$ cat src/rtl/msfc_pkg.sv
// Shared types and constants for the multiplier/shift factor calculator.
`default_nettype none

package msfc_pkg;

  // Width of the rate words and of the multiplier.
  localparam int unsigned WordBits = 32;
  // Width of the shift and budget fields.
  localparam int unsigned ShiftBits = 6;
  // Width of the dividend and quotient of one trial.
  localparam int unsigned DvdBits = 2 * WordBits;

  // Largest trial shift; trials run from here down to one.
  localparam logic [ShiftBits-1:0] TrialShiftMax = ShiftBits'(WordBits);
  // Shift budget when the range product has no bits above the low word.
  localparam logic [ShiftBits-1:0] BudgetFull = ShiftBits'(WordBits);
  // Default time span in seconds.
  localparam logic [WordBits-1:0] RangeResetVal = WordBits'(3600);

  // Sequencer states.
  typedef enum logic [5:0] {
    ST_IDLE  = 6'b000001,
    ST_MUL   = 6'b000010,
    ST_BLEN  = 6'b000100,
    ST_LOAD  = 6'b001000,
    ST_DIV   = 6'b010000,
    ST_CHECK = 6'b100000
  } msfc_state_t;

endpackage : msfc_pkg

`default_nettype wire

$ cat src/rtl/mult_shift_factor_calculator.sv
// Multiplier/shift factor calculator: shift budget search and trial divisions.
//
// Usage: pulse start with in_source_rate and in_target_rate while busy is low;
// the request is taken at that edge and, for a nonzero source rate, busy rises
// on the next cycle. The result (out_multiplier, out_shift, out_div_error) is
// shown for exactly one cycle with out_valid high; the receiver cannot stall
// it, so it must capture the result in that cycle. busy falls in the same
// cycle that out_valid rises.
// cfg_wr_en/cfg_wr_data write range_seconds; write only while busy is low.
//
// Sequence: a zero source rate returns its error result in the cycle after the
// request. Otherwise: a multiply step, then the bit length L of the upper
// product word is taken one bit per cycle, then each trial shift runs a
// dividend load, 64 restoring-division steps and a fit check, with up to
// 32 trials; the result shows in the cycle after the last fit check. One
// request at a time; the shared divider sets the rate.
//
// Reset: synchronous active-low rst_n returns the sequencer to idle, drops
// out_valid and sets range_seconds to 3600.
`default_nettype none

module mult_shift_factor_calculator
  import msfc_pkg::*;
(
  input  wire logic                 clk,
  input  wire logic                 rst_n,
  // request channel
  input  wire logic                 start,
  output logic                      busy,
  input  wire logic [WordBits-1:0]  in_source_rate,
  input  wire logic [WordBits-1:0]  in_target_rate,
  // result channel
  output logic                      out_valid,
  output logic [WordBits-1:0]       out_multiplier,
  output logic [ShiftBits-1:0]      out_shift,
  output logic                      out_div_error,
  // configuration
  input  wire logic                 cfg_wr_en,
  input  wire logic [WordBits-1:0]  cfg_wr_data
);

  msfc_state_t            state_r, state_nxt;
  logic [WordBits-1:0]    range_r;
  logic [WordBits-1:0]    src_r, tgt_r;
  logic [WordBits-1:0]    hi_r;
  logic [ShiftBits-1:0]   blen_r;
  logic [ShiftBits-1:0]   budget_r;
  logic [ShiftBits-1:0]   shift_r;
  logic [ShiftBits-1:0]   cnt_r;
  logic [DvdBits-1:0]     dvd_r;
  logic [WordBits-1:0]    rem_r;
  logic                   out_valid_r;
  logic [WordBits-1:0]    out_mult_r;
  logic [ShiftBits-1:0]   out_shift_r;
  logic                   out_err_r;

  logic                   accept;
  logic [DvdBits-1:0]     prod;
  logic [DvdBits-1:0]     tgt_sh;
  logic [DvdBits-1:0]     dvd_load;
  logic [WordBits:0]      rem_sh;
  logic [WordBits:0]      rem_diff;
  logic                   q_bit;
  logic [DvdBits-1:0]     q_hi;
  logic                   fits;
  logic                   div_last;

  assign accept = start && (state_r == ST_IDLE);
  assign busy   = (state_r != ST_IDLE);

  // range product, upper word only is kept
  assign prod = {{WordBits{1'b0}}, range_r} * {{WordBits{1'b0}}, src_r};

  // trial dividend: (target << shift) + source/2
  assign tgt_sh   = {{WordBits{1'b0}}, tgt_r} << shift_r;
  assign dvd_load = tgt_sh + {{(WordBits + 1){1'b0}}, src_r[WordBits-1:1]};

  // one restoring-division step
  assign rem_sh   = {rem_r, dvd_r[DvdBits-1]};
  assign rem_diff = rem_sh - {1'b0, src_r};
  assign q_bit    = ~rem_diff[WordBits];
  assign div_last = (cnt_r == ShiftBits'(DvdBits - 1));

  // quotient fits when no bit lies at or above the budget
  assign q_hi = dvd_r >> budget_r;
  assign fits = (q_hi == '0);

  // sequencer
  always_comb begin
    state_nxt = state_r;
    unique case (state_r)
      ST_IDLE: begin
        if (start && (in_source_rate != '0)) state_nxt = ST_MUL;
      end
      ST_MUL:   state_nxt = ST_BLEN;
      ST_BLEN: begin
        if (hi_r == '0) state_nxt = ST_LOAD;
      end
      ST_LOAD:  state_nxt = ST_DIV;
      ST_DIV: begin
        if (div_last) state_nxt = ST_CHECK;
      end
      ST_CHECK: begin
        if (fits || (shift_r == ShiftBits'(1))) state_nxt = ST_IDLE;
        else state_nxt = ST_LOAD;
      end
      default:  state_nxt = ST_IDLE;
    endcase
  end

  always_ff @(posedge clk) begin
    if (!rst_n) begin
      state_r     <= ST_IDLE;
      out_valid_r <= 1'b0;
    end else begin
      state_r     <= state_nxt;
      out_valid_r <= (accept && (in_source_rate == '0)) ||
                     ((state_r == ST_CHECK) && (fits || (shift_r == ShiftBits'(1))));
    end
  end

  // configuration register
  always_ff @(posedge clk) begin
    if (!rst_n) begin
      range_r <= RangeResetVal;
    end else if (cfg_wr_en) begin
      range_r <= cfg_wr_data;
    end
  end

  // datapath
  always_ff @(posedge clk) begin
    unique case (state_r)
      ST_IDLE: begin
        if (start) begin
          src_r       <= in_source_rate;
          tgt_r       <= in_target_rate;
          out_mult_r  <= '0;
          out_shift_r <= '0;
          out_err_r   <= 1'b1;
        end
      end
      ST_MUL: begin
        hi_r   <= prod[DvdBits-1:WordBits];
        blen_r <= '0;
      end
      ST_BLEN: begin
        if (hi_r != '0) begin
          hi_r   <= hi_r >> 1;
          blen_r <= blen_r + ShiftBits'(1);
        end else begin
          budget_r <= BudgetFull - blen_r;
          shift_r  <= TrialShiftMax;
        end
      end
      ST_LOAD: begin
        dvd_r <= dvd_load;
        rem_r <= '0;
        cnt_r <= '0;
      end
      ST_DIV: begin
        rem_r <= q_bit ? rem_diff[WordBits-1:0] : rem_sh[WordBits-1:0];
        dvd_r <= {dvd_r[DvdBits-2:0], q_bit};
        cnt_r <= cnt_r + ShiftBits'(1);
      end
      ST_CHECK: begin
        if (fits || (shift_r == ShiftBits'(1))) begin
          out_mult_r  <= dvd_r[WordBits-1:0];
          out_shift_r <= fits ? shift_r : '0;
          out_err_r   <= 1'b0;
        end else begin
          shift_r <= shift_r - ShiftBits'(1);
        end
      end
      default: begin
      end
    endcase
  end

  assign out_valid      = out_valid_r;
  assign out_multiplier = out_mult_r;
  assign out_shift      = out_shift_r;
  assign out_div_error  = out_err_r;

  // a zero source rate answers with an error on the next cycle
  a_zero_src_err: assert property (@(posedge clk) disable iff (!rst_n)
    accept && (in_source_rate == '0) |=> out_valid && out_div_error)
    else $error("zero source rate did not give an error result");

  // a nonzero source rate starts the sequencer
  a_nonzero_busy: assert property (@(posedge clk) disable iff (!rst_n)
    accept && (in_source_rate != '0) |=> busy && !out_valid)
    else $error("nonzero source rate did not start a calculation");

  // an error result carries zero multiplier and shift
  a_err_zero: assert property (@(posedge clk) disable iff (!rst_n)
    out_valid && out_div_error |-> (out_multiplier == '0) && (out_shift == '0))
    else $error("error result with nonzero payload");

  // shift never exceeds the largest trial, and a chosen shift fit its budget
  a_shift_range: assert property (@(posedge clk) disable iff (!rst_n)
    out_valid && !out_div_error && (out_shift != '0) |->
      (out_shift <= TrialShiftMax) && $past(fits))
    else $error("result shift out of range or not within budget");

  // the last division step leads to the fit check
  a_div_count: assert property (@(posedge clk) disable iff (!rst_n)
    (state_r == ST_DIV) && div_last |=> (state_r == ST_CHECK))
    else $error("division did not end after its last step");

endmodule : mult_shift_factor_calculator

`default_nettype wire
$ cat config.mk
export PLATFORM = sky130hd
export DESIGN_NAME = mult_shift_factor_calculator
export DESIGN_NICKNAME = d
export VERILOG_FILES = /design/src/rtl/msfc_pkg.sv /design/src/rtl/mult_shift_factor_calculator.sv
export SDC_FILE = /design/constraint.sdc
export NUM_CORES = 2
export LEC_CHECK = 0
export ABC_AREA = 1
export BUFFER_PORTS_ARGS = -buffer_cell sky130_fd_sc_hd__buf_2
export CAP_MARGIN = 40
export CORE_MARGIN = 1
export CORE_UTILIZATION = 50
export CTS_CLUSTER_DIAMETER = 50
export CTS_CLUSTER_SIZE = 8
export DETAILED_ROUTE_END_ITERATION = 10
export PLACE_DENSITY_LB_ADDON = 0.2
export SYNTH_ARGS = -nofsm -noshare
export SYNTH_HDL_FRONTEND = slang
export SYNTH_SLANG_ARGS = --single-unit
$ cat constraint.sdc
create_clock -name clk -period 8.49 [get_ports clk]
set_input_delay 2.1225 -clock clk [delete_from_list [all_inputs] [get_ports clk]]
set_output_delay 2.1225 -clock clk [all_outputs]
set_load 0.02 [all_outputs]
Yosys cells after proc, flatten, opt, wreduce, memory -nomap -nowiden
Cells that the tools add are included.
{"block": "op_classes", "n_addsub": 6, "n_mul": 1, "n_eq_ne": 17, "n_shift": 2, "muxes": 26, "n_bitwise": 2, "n_reduce_logical": 21}
{"cell": "$pmux 32 s2", "count": 3}
{"cell": "$mux 32", "count": 4}
{"cell": "$pmux 64 s2", "count": 1}
{"cell": "$add 64x31->64", "count": 1}
{"cell": "$logic_not 32->1", "count": 2}
{"cell": "$logic_not 64->1", "count": 1}
{"cell": "$mul 32x32->64", "count": 1}
{"cell": "$reduce_bool 32->1", "count": 2}
{"cell": "$shl 32x6->64", "count": 1}
{"cell": "$shr 64x6->64", "count": 1}
{"cell": "$mux 6", "count": 9}
{"cell": "$pmux 6 s2", "count": 4}
{"cell": "$pmux 6 s6", "count": 1}
{"cell": "$sub 33x32->33", "count": 1}
{"cell": "$ne 2x2->1 const B", "count": 7}
{"cell": "$add 6x1->6 const B", "count": 2}
{"cell": "$eq 6x1->1 const B", "count": 2}
{"cell": "$eq 6x6->1 const B", "count": 2}
{"cell": "$reduce_and 3->1", "count": 3}
{"cell": "$reduce_bool 2->1", "count": 4}
{"cell": "$eq 6x2->1 const B", "count": 1}
{"cell": "$eq 6x3->1 const B", "count": 1}
{"cell": "$eq 6x4->1 const B", "count": 1}
{"cell": "$eq 6x5->1 const B", "count": 1}
{"cell": "11 further kinds", "count": 19}
{"block": "totals", "reg_bits": 294, "inputBits": 100, "out_inout_bits": 41, "elab_cells": 90}

Logic depth before layout (Yosys ltp)
{"block": "depth", "depth_word": 5, "ltp_mapped": 35, "ltp_nobuf": 33}

Worst setup path after synthesis
OpenSTA, ideal clock, no wires.
{"block": "synth_path", "kind": "register to register", "from": "register src_r[5]", "to": "register hi_r[20] (data pin)", "setup_time_ps": 253, "t_arrival_ps": 6543, "required_time_ps": 8237, "slack_ps": 1694, "path_stages_with_launch": 27, "path_buffers": 2, "synth_period_minus_slack_ps": 6796, "path_cell_list": "edfxtp_1 > clkbuf_1 > clkbuf_1 > nand2_1 > fa_1 > inv_1 > fa_1 > fa_1 > inv_1 > fa_1 > inv_1 > fa_1 > fa_1 > fa_1 > inv_1 > fa_1 > inv_1 > ha_1 > a21oi_1 > inv_1 > a21oi_1 > a21boi_0 > o31ai_1 > a221oi_1 > a21oi_1 > nor2_1 > nor2_1"}
{"block": "synth_between", "elab_chain_cells": 2}
{"element": "from (decl)", "line_no": "mult_shift_factor_calculator.sv:44", "source": "logic [WordBits-1:0] src_r, tgt_r;"}
{"element": "from (signal assigned)", "line_no": "mult_shift_factor_calculator.sv:136", "source": "src_r <= in_source_rate;"}
{"element": "$mul 32x32->64", "line_no": "mult_shift_factor_calculator.sv:72", "source": "assign prod = {{WordBits{1'b0}}, range_r} * {{WordBits{1'b0}}, src_r};"}
{"element": "$pmux 32 s2", "line_no": "mult_shift_factor_calculator.sv:133", "source": "unique case (state_r)"}
{"element": "to (signal assigned)", "line_no": "mult_shift_factor_calculator.sv:144", "source": "hi_r <= prod[DvdBits-1:WordBits];"}
{"element": "to (signal assigned)", "line_no": "mult_shift_factor_calculator.sv:149", "source": "hi_r <= hi_r >> 1;"}
{"element": "to (decl)", "line_no": "mult_shift_factor_calculator.sv:45", "source": "logic [WordBits-1:0] hi_r;"}
No other way between the ends.
A chain may end at the register's enable or synchronous reset.

Worst setup path after layout
{"block": "layout_path", "from": "register src_r[12]", "to": "register hi_r[10] (data pin)"}
The elaborated chain is that of the path after synthesis.

==> results.sh <==
export IMPL_wirelength_mm=183
export IMPL_slew_headroom_pct=33.4
export IMPL_synth_top_area_cell="fa_1"
export IMPL_clock_latency_ps=660
export IMPL_hold_ws_ps=546
export IMPL_cts_sinks=294
export IMPL_setup_violations_final=0
export IMPL_io_pins=141
export IMPL_final_cell_mix="nand2_1, inv_1, fa_1"
export IMPL_grt_pass1_wl_mm=289
export IMPL_post_cts_resize_count=0
export IMPL_initial_core_util_pct=50.5
export IMPL_crit_slowest_cell="edfxtp_1"
export IMPL_finalHoldViolations=0
export IMPL_outcome="completed"
export IMPL_cpPeakStageDelay_ps=1000
export IMPL_yosys_warnings=0
export IMPL_numPlacedInstances=9132
export IMPL_tightest_slew_ps=999
export IMPL_fin_skew_ps=36.0
export IMPL_fin_cells=9232
export IMPL_nets=9013
export IMPL_cap_violations=0
export IMPL_core_area_um2=113000
export IMPL_area_delta_synth_final_pct=6.88
export IMPL_postCtsSetupRepairBufs=0
export IMPL_port_buffers=140
export IMPL_syn_nets=9075
export IMPL_critPathRequiredTime_ps=8890
export IMPL_ys_seq_area_share_pct=14.8
export IMPL_cts_tree="yes"
export IMPL_syn_area_per_cell_um2=7.33
export IMPL_postCtsHoldBufs=0
export IMPL_vias=49300
export IMPL_synthesis_area_um2=56800
export IMPL_hold_class="flip-flop to flip-flop"
export IMPL_cts_root_buffer_cell="clkbuf_16"
export IMPL_setup_worst_path_class="flip-flop to flip-flop"
export IMPL_place_ws_ps=560
export IMPL_crit_top_cell="fa_1"
export IMPL_hpwl_mm=151
export IMPL_drc=0
export IMPL_grt_max_degree=79
export IMPL_fin_crit_sh_pct=95.4
export IMPL_synth_edf_count=255
export IMPL_synthCells=7750
export IMPL_track_usage_pct=32.5
export IMPL_clock_path_buffers=3
export IMPL_ant_nets=0
export IMPL_synth_distinct_cells=49
export IMPL_fin_crit_ps=8100
export IMPL_synth_flop_cell="edfxtp_1"
export IMPL_rsz0062_at_grt="false"
export IMPL_arrival_ps=8510
export IMPL_ys_top_cells_by_area="fa_1, nand2_1, edfxtp_1, inv_1, ha_1"
export IMPL_via_per_inst=5.34
export IMPL_grt_pass1_vias=50900
export IMPL_drt_iter0_markers=3837
export IMPL_async_flop_share_pct=0
export IMPL_crit_path_start_kind="flip-flop"
export IMPL_htreeDepth=2
export IMPL_end_kind="flip-flop"
export IMPL_wire_per_inst_um=19.8
export IMPL_fmax_mhz=123
export IMPL_antenna_found_initial=6
export IMPL_grt_overflow=0
export IMPL_num_rows=123
export IMPL_slew_violations=0
export IMPL_yosys_register_bits=294
export IMPL_path_max_fanout=22
export IMPL_clkSlewWorstSetupHoldPaths_ps=50
export IMPL_firstDrtPassIters=6
export IMPL_drive_gt1_share_pct=6.28
export IMPL_synth_top_area_share_pct=31.6
export IMPL_place_congestion=0.999
export IMPL_setup_ws_ps=387
export IMPL_final_common_cell="nand2_1"
export IMPL_die_area_um2=115000
export IMPL_setup_tns_ps=0
export IMPL_chipHeight_um=339
export IMPL_cts_inserted_buffers=54
export IMPL_dieWidth_um=339
==> per-layer routing <==
| metal | track usage [%] | wire (um) | vias to the layer above |
|---|---|---|---|
| li1 | - | - | 23100 |
| met1 | 41.0 | 72700 | 24100 |
| met2 | 55.3 | 88700 | 1752 |
| met3 | 4.83 | 12500 | 376 |
| met4 | 14.2 | 8890 | 2 |
| met5 | 0 | 13 | - |
==> final cells by class <==
cell class / count / area, um^2
fillers: 11000 / 51900
multi-input cells: 5242 / 40000
clock inverters: 24 / 231
flip-flops and latches: 294 / 8440
diodes: 5 / 12.5
repair buffers: 291 / 2010
clock buffers: 71 / 1450
inverters: 1805 / 6780
well taps: 1500 / 1880
==> worst max-delay path: cells and delay by family, from the launching register on <==
kind | cells | cell delay (ps)
DFF | 1 | 1000
AOI/OAI and AO/OA | 4 | 1090
and+or+nand+nor | 6 | 890
adders and majority gates | 9 | 4140
buffers and inverters | 6 | 710
==> stage by stage <==
stage               cell area [um^2]  utilization (%)
floorplan                      56800                -
CTS                            60700             53.9
global route                   60700             53.9
global placement               58900             52.3
detailed placement             59100             52.4
finish                         60800             53.9
==> flip-flops by register name, summed over array words and instances, names as in the netlist <==
register and count:
dvd_r 64, hi_r 32, out_multiplier 32, range_r 32, rem_r 32, src_r 32, tgt_r 32, blen_r 6
budget_r 6, cnt_r 6, out_shift 6, shift_r 6, state_r 6, out_div_error 1, out_valid 1
==> logic make-up after synthesis <==
kind of cell	Yosys count	share of synthesized area, %
adder cells (fa/ha/maj)	1225	38.8
AND/OR/NAND/NOR	3335	24.3
buffers and inverters	2214	14.9
XOR/XNOR	73	1.12
flip-flops	294	14.8
AO/OA/AOI/OAI	609	5.99
==> cells in the mapped netlist (5+ instances only) <==
cell / count
a31oi_1: 38
xnor2_1: 36
buf_6: 8
nor3_1: 26
o21a_1: 13
a21oi_1: 231
o21ai_0: 216
or2_2: 27
o2111ai_1: 7
a21o_1: 15
nand2_2: 17
o21ai_1: 24
nand3_1: 561
inv_1: 1785
o31ai_1: 5
nor2_4: 9
inv_2: 18
buf_1: 36
o211ai_1: 23
nor4_1: 28
ha_1: 328
nand3b_1: 9
nand3_2: 13
a21boi_0: 7
dfxtp_1: 39
nand2_1: 2176
clkbuf_1: 307
xor2_1: 37
o21bai_1: 9
buf_4: 8
nand4_1: 42
edfxtp_1: 255
o211ai_2: 8
buf_2: 49
fa_1: 897
nor2_1: 400
nor2_2: 15
==> path summary, 6_finish.rpt <==
path	startpoint	slack (ps)	endpoint	depth (start not counted)
setup reg to reg	src_r[12]$_DFFE_PP_	390	hi_r[10]$_DFFE_PP_	25
hold reg to reg	hi_r[17]$_DFFE_PP_	550	hi_r[16]$_DFFE_PP_	2
hold / removal	hi_r[17]$_DFFE_PP_	550	hi_r[16]$_DFFE_PP_	2
setup / recovery	src_r[12]$_DFFE_PP_	390	hi_r[10]$_DFFE_PP_	25
Power is left out: the tool's default activity adds up to more than one toggle a clock period on the data nets, which glitch-free logic cannot reach.
